**config.mk**
```make
export PLATFORM = sky130hd
export DESIGN_NAME = qdmr_ctrl
export DESIGN_NICKNAME = d
export VERILOG_FILES = /design/src/rtl/qdmr_pkg.sv /design/src/rtl/qdmr_ctrl.sv
export SDC_FILE = /design/constraint.sdc
export NUM_CORES = 1
export LEC_CHECK = 0
export ABC_AREA = 0
export BUFFER_PORTS_ARGS = -buffer_cell sky130_fd_sc_hd__buf_2
export CORE_AREA = 10 10 47 49
export CTS_CLUSTER_SIZE = 24
export DETAILED_ROUTE_END_ITERATION = 8
export DIE_AREA = 0 0 57 59
export PLACE_DENSITY = 0.5
export SLEW_MARGIN = 10
export SYNTH_ARGS = -nofsm -noshare
export SYNTH_HDL_FRONTEND = slang
export SYNTH_SLANG_ARGS = --single-unit
export TNS_END_PERCENT = 100
```
**constraint.sdc**
```tcl
create_clock -name clk -period 2.05 [get_ports clk]
set_clock_uncertainty 0.15 [all_clocks]
set_input_delay 0.5125 -clock clk [delete_from_list [all_inputs] [get_ports clk]]
set_output_delay 0.5125 -clock clk [all_outputs]
set_load 0.05 [all_outputs]
```
**src/rtl/qdmr_pkg.sv**
```systemverilog
package qdmr_pkg;

	// field widths
	localparam int unsigned TapW   = 9;
	localparam int unsigned ProdW  = 2 * TapW;
	localparam int unsigned AccW   = 32;
	localparam int unsigned MultW  = 31;
	localparam int unsigned ShiftW = 5;
	localparam int unsigned ByteW  = 8;
	localparam int unsigned CfgIdxW  = 3;
	localparam int unsigned CfgDataW = MultW;

	// configuration register indexes
	localparam logic [CfgIdxW-1:0] REG_MULTIPLIER    = 3'd0;
	localparam logic [CfgIdxW-1:0] REG_LEFT_SHIFT    = 3'd1;
	localparam logic [CfgIdxW-1:0] REG_RIGHT_SHIFT   = 3'd2;
	localparam logic [CfgIdxW-1:0] REG_OUTPUT_OFFSET = 3'd3;
	localparam logic [CfgIdxW-1:0] REG_CLAMP_LOW     = 3'd4;
	localparam logic [CfgIdxW-1:0] REG_CLAMP_HIGH    = 3'd5;

	// configuration reset values
	localparam logic [MultW-1:0]  MULT_RESET       = 31'h4000_0000;
	localparam logic [ByteW-1:0]  CLAMP_HIGH_RESET = 8'hFF;

	// sequencer states
	typedef enum logic [2:0] {
		ST_IDLE,
		ST_PRE,
		ST_MUL,
		ST_HIGH,
		ST_RND,
		ST_OUT
	} qdmr_state_t;

	// controller to datapath commands
	typedef struct packed {
		logic tap;       // input transaction this cycle
		logic load_pre;  // bias add and left shift
		logic load_mul;  // wide product
		logic load_high; // rounding doubling high part
		logic load_rnd;  // rounding right shift and offset
		logic load_out;  // clamp into output register
	} qdmr_cmd_t;

endpackage

```
**src/rtl/qdmr_ctrl.sv**
```systemverilog
module qdmr_ctrl
	import qdmr_pkg::*;
(
	input  logic      clk,
	input  logic      arst_n,
	input  logic      in_valid,
	input  logic      last,
	output logic      in_ready,
	output logic      out_valid,
	input  logic      out_ready,
	output qdmr_cmd_t cmd
);

	qdmr_state_t state_q;
	qdmr_state_t state_d;
	logic        out_valid_q;
	logic        out_free;
	logic        tap_fire;

	assign in_ready = (state_q == ST_IDLE);
	assign tap_fire = in_valid && in_ready;
	assign out_free = !out_valid_q || out_ready;

	// next state
	always_comb begin
		state_d = state_q;
		unique case (state_q)
			ST_IDLE: begin
				if (tap_fire && last) begin
					state_d = ST_PRE;
				end
			end
			ST_PRE:  state_d = ST_MUL;
			ST_MUL:  state_d = ST_HIGH;
			ST_HIGH: state_d = ST_RND;
			ST_RND:  state_d = ST_OUT;
			ST_OUT: begin
				if (out_free) begin
					state_d = ST_IDLE;
				end
			end
			default: state_d = ST_IDLE;
		endcase
	end

	// datapath commands
	always_comb begin
		cmd           = '0;
		cmd.tap       = tap_fire;
		cmd.load_pre  = (state_q == ST_PRE);
		cmd.load_mul  = (state_q == ST_MUL);
		cmd.load_high = (state_q == ST_HIGH);
		cmd.load_rnd  = (state_q == ST_RND);
		cmd.load_out  = (state_q == ST_OUT) && out_free;
	end

	// state and output valid
	always_ff @(posedge clk or negedge arst_n) begin
		if (!arst_n) begin
			state_q     <= ST_IDLE;
			out_valid_q <= 1'b0;
		end else begin
			state_q <= state_d;
			if (cmd.load_out) begin
				out_valid_q <= 1'b1;
			end else if (out_ready) begin
				out_valid_q <= 1'b0;
			end
		end
	end

	assign out_valid = out_valid_q;

`ifndef SYNTHESIS
	a_last_starts_requant: assert property (@(posedge clk) disable iff (!arst_n)
		(tap_fire && last) |=> (state_q == ST_PRE))
		else $error("last tap did not start requantization");

	a_out_waits_for_room: assert property (@(posedge clk) disable iff (!arst_n)
		((state_q == ST_OUT) && !out_free) |=> (state_q == ST_OUT) && out_valid_q)
		else $error("result left the sequencer while output was occupied");

	a_load_needs_room: assert property (@(posedge clk) disable iff (!arst_n)
		cmd.load_out |-> (!out_valid_q || out_ready))
		else $error("output register overwritten before transaction");

	a_valid_from_out_state: assert property (@(posedge clk) disable iff (!arst_n)
		$rose(out_valid_q) |-> $past(state_q == ST_OUT))
		else $error("output valid raised outside output state");
`endif

endmodule

```
Yosys cells after proc, flatten, opt, wreduce, memory -nomap -nowiden

Cells that the tools add are included.
W data, S select, Z words.

Add/subtract/negate cells: 0
Multiply operators: 0
Div/mod/pow operators: 0
$lt $le $gt $ge: 0
Equal/unequal tests: 7
Shift operators: 0
Muxes and demuxes: 5
Bitwise logic cells: 0
Reductions and logical operators: 8

Operators by type and width:

| kind                 | count |
|---|---|
| $pmux W3 S6          | 1 |
| $eq A3 B2 Y1 const B | 2 |
| $eq A3 B3 Y1 const B | 2 |
| $mux W3              | 2 |
| $eq A3 B1 Y1 const B | 1 |
| $logic_and A1 B1 Y1  | 3 |
| $logic_not A3 Y1     | 1 |
| $mux W1              | 2 |
| $ne A2 B1 Y1 const B | 1 |
| $ne A2 B2 Y1 const B | 1 |
| $reduce_and A2 Y1    | 1 |
| $reduce_bool A2 Y1   | 1 |
| $logic_not A1 Y1     | 1 |
| $logic_or A1 B1 Y1   | 1 |

Bits in registers: 4
Latch bits: 0
Bits in writable memories: 0
Memory bits (read-only): 0
Output and inout port bits: 8
Word-level logic and storage cells: 22
Memories kept: 0

Depth between registers and ports, before layout

Depth in word-level cells: 5
Depth in mapped cells: 4
Gate-level depth less buffers: 3

Worst setup path before layout

OpenSTA, ideal clock, no wires.

Path kind: reg-to-output
From: reg state_q[0]
To: out cmd[5] (netlist name)
Data arrival time: 2.007 ns
Slack: -0.620 ns
Cell stages (with the launch flop): 4
Buffers on the path: 1
Cells stage by stage: dfrtp_1 > nor3_1 > and2_1 > buf_4

Cells in the longest elaborated chain, start to end: 2

Ends and longest elaborated chain:

| element                | line            | RTL |
|---|---|---|
| from (decl)            | qdmr_ctrl.sv:14 | `qdmr_state_t state_q;` |
| from (signal assigned) | qdmr_ctrl.sv:63 | `state_q <= state_d;` |
| $logic_not A3 Y1       | qdmr_ctrl.sv:20 | `assign in_ready = (state_q == ST_IDLE);` |
| named net in_ready     | qdmr_ctrl.sv:8  | `output logic in_ready,` |
| $logic_and A1 B1 Y1    | qdmr_ctrl.sv:21 | `assign tap_fire = in_valid && in_ready;` |
| to (decl)              | qdmr_ctrl.sv:11 | `output qdmr_cmd_t cmd` |

The timed path passes the listed nets, and every way through them passes these cells.

==> out/qor.yml <==
yosys:
  mappedNetlistArea_sq_um: 239.0
  synth_cell_types: 16
  synthesis.instances: 24
  syn_area_per_cell_sq_um: 9.957
  sequential_element_share_of_the_synthesized_area: 0.4188
  ys_seq_elements: 4
  synth_fp_nets: 29
  synth_warnings: 0
worst_setup_path:
  worst_setup_path_end_kind: "primary output"
  worst_setup_start_kind: "register"
  setup.worst_path.class: "reg2out"
  cp_data_required_time_ns: 1.39
  critPathMaxStageDelay_ns: 0.47
  reg2regPathDepth: 2
  worstReg2RegStart: "state_q[0]"
  cpLargestDelayFamily: "flip-flops"
  timing.rr.end: "state_q[2]"
  setup_slack_on_the_worst_flop_to_flop_path_ns: 0.83
  startpoint: "state_q[1]"
  crit_cells: 3
  crit_chain: "nand3b_1 > nor2_2 > buf_2"
  critical_path.n_buffers_inverters: 1
  critical-path-slowest-cell: "dfrtp_1"
  critical_path_peak_fanout: 8
  crit_end: "cmd[0]"
  worstPathArrival_ns: 1.30
run:
  cap_viol_max_count: 0
status:
  status: "finished clean"
timing:
  slew-limit-headroom: 0.7973
  hold_slack_ns: 0.3778
  timing_hold_violations_final: 0
  timing.final.crit_share: 0.9581
  layout_setup_ws_ns: 0.08590
  worst_pin_slew_ns: 0.3040
  fmax_ghz: 0.5091
  setup_tns_ns: 0
  grt_setup_unrepaired: "false"
  timing_max_transition_violations_final: 0
  timing.final.crit_period_ns: 1.964
  setup_viol: 0
floorplan:
  core_outline_area_sq_um: 1401
  floorplan.die_area_sq_um: 3363
  die_w_um: 57
  row_count: 14
  floorplan.io_pins: 13
  start_util: 0.1705
  die_height_um: 59
routing:
  drt-wirelength-per-cell_um: 12.02
  avgViaCountPerCell: 4.000
  drt_pre_antenna_iters: 1
  antenna_left: 0
  drt_drc_violations_left: 0
  routed-via-count: 216
  drt_iter0_markers: 0
  detail_route.wirelength_um: 649
global_routing:
  grt_first_pass_wirelength_um: 1104
  grt_overflow_total: 0
  total_global_routing_track_utilization: 0.04459
  first_global_vias: 256
  maximum_number_of_pins_on_one_net_before_global_route_repair: 10
  grt_antenna_before_repair: 0
finish:
  layout.cells.most_common_list: "buf_2, clkbuf_4, dfrtp_1"
  num_antenna_cells: 0
  area_delta_synth_final_pct: 46.60
  post_route_cells_drive_above_1_share: 0.5263
  final_common_cell: "buf_2"
  finalNetCount: 45
min_path:
  hold_path_class: "reg2reg"
placement:
  pre_cts_ws_ns: 0.3145
  dp.final_hpwl_um: 525.7
  place_congestion: 0.7060
  port_buffers: 12
clock_network:
  clockRootBuffer: "clkbuf_4"
  setup_buffers_after_cts: 0
  tritoncts_buffers: 3
  clk-insertion-delay-late_ns: 0.23
  cts-htree-levels: 1
  max-clock-path-buffers: 2
  clock_sinks: 4
  tritoncts: "yes"
  path_clk_slew_ns: 0.04
-- worst reg2reg max path, delay by kind of cell, from the launching register on --
| family | cells | cell delay, ns |
|---|---|---|
| simple gates | 2 | 0.48 |
| flops | 1 | 0.47 |
-- kinds of logic after synthesis --
| family | after synthesis | share of synthesized area |
|---|---|---|
| compound gates | 3 | 0.08900 |
| simple gates | 15 | 0.4136 |
| flops | 4 | 0.4189 |
| buf+inv | 2 | 0.07854 |
-- layout make-up --
class | instances | area [sq um]
multi-input cells | 18 | 133.9
fillers | 161 | 1051
well taps | 16 | 20.02
clock buffers | 3 | 22.52
repair buffers | 13 | 72.57
flip-flops and latches | 4 | 101.3
-- Yosys cell counts, drive strengths merged --
cell type | n | area (sq um)
nor2 | 2 | 7.510
a221oi | 1 | 8.760
nor3 | 1 | 5.000
a211oi | 1 | 7.510
and3b | 1 | 8.760
nand2 | 2 | 7.510
dfrtp | 4 | 100.1
and2 | 1 | 6.260
buf | 2 | 18.77
nand3b | 1 | 7.510
nor3b | 2 | 25.02
nor2b | 1 | 6.260
a21oi | 1 | 5.000
nand2b | 2 | 12.51
or2 | 2 | 12.51
-- stage by stage --
step,std cells,area (sq um),utilization
6_report,54,350.3,0.2500
5_1_grt,54,350.3,0.2500
4_1_cts,54,346.6,0.2473
3_5_place_dp,50,314.1,0.2241
3_3_place_gp,50,314.1,0.2241
2_1_floorplan,24,252.7,-
-- flip-flops by register name (all words and copies together), names as in the netlist --
| signal | cells |
|---|---|
| state_q | 3 |
| out_valid | 1 |
-- how the worst min path moves through the flow --
stage | end | slack (ns) | startpoint | cells after the start
floorplan | out_valid | 0.07 | arst_n | 0
global placement | out_valid | 0.17 | arst_n | 1
detailed placement | out_valid | 0.18 | arst_n | 1
CTS | out_valid | 0.38 | out_valid | 2
global route | out_valid | 0.42 | out_valid | 2
finish | out_valid | 0.38 | out_valid | 2
-- metal layers --
metal	up-vias	wire (um)	GRT usage	share of wire
met5	-	0	0	0
met3	0	108	0.03863	0.17
met1	93	321	0.04893	0.49
met4	0	0	0.05034	0
li1	110	-	-	-
met2	13	220	0.04496	0.34
-- what timing repair did --
item | 4_1_cts | 5_1_grt
hold buffers | 1 | 0
resized for setup | 0 | 2
endpoints found under the setup margin | 0 | 2
hold endpoints to repair | 4 | 0
Power is left out: the tool's default activity adds up to more than one toggle a clock period on the data nets, which glitch-free logic cannot reach.
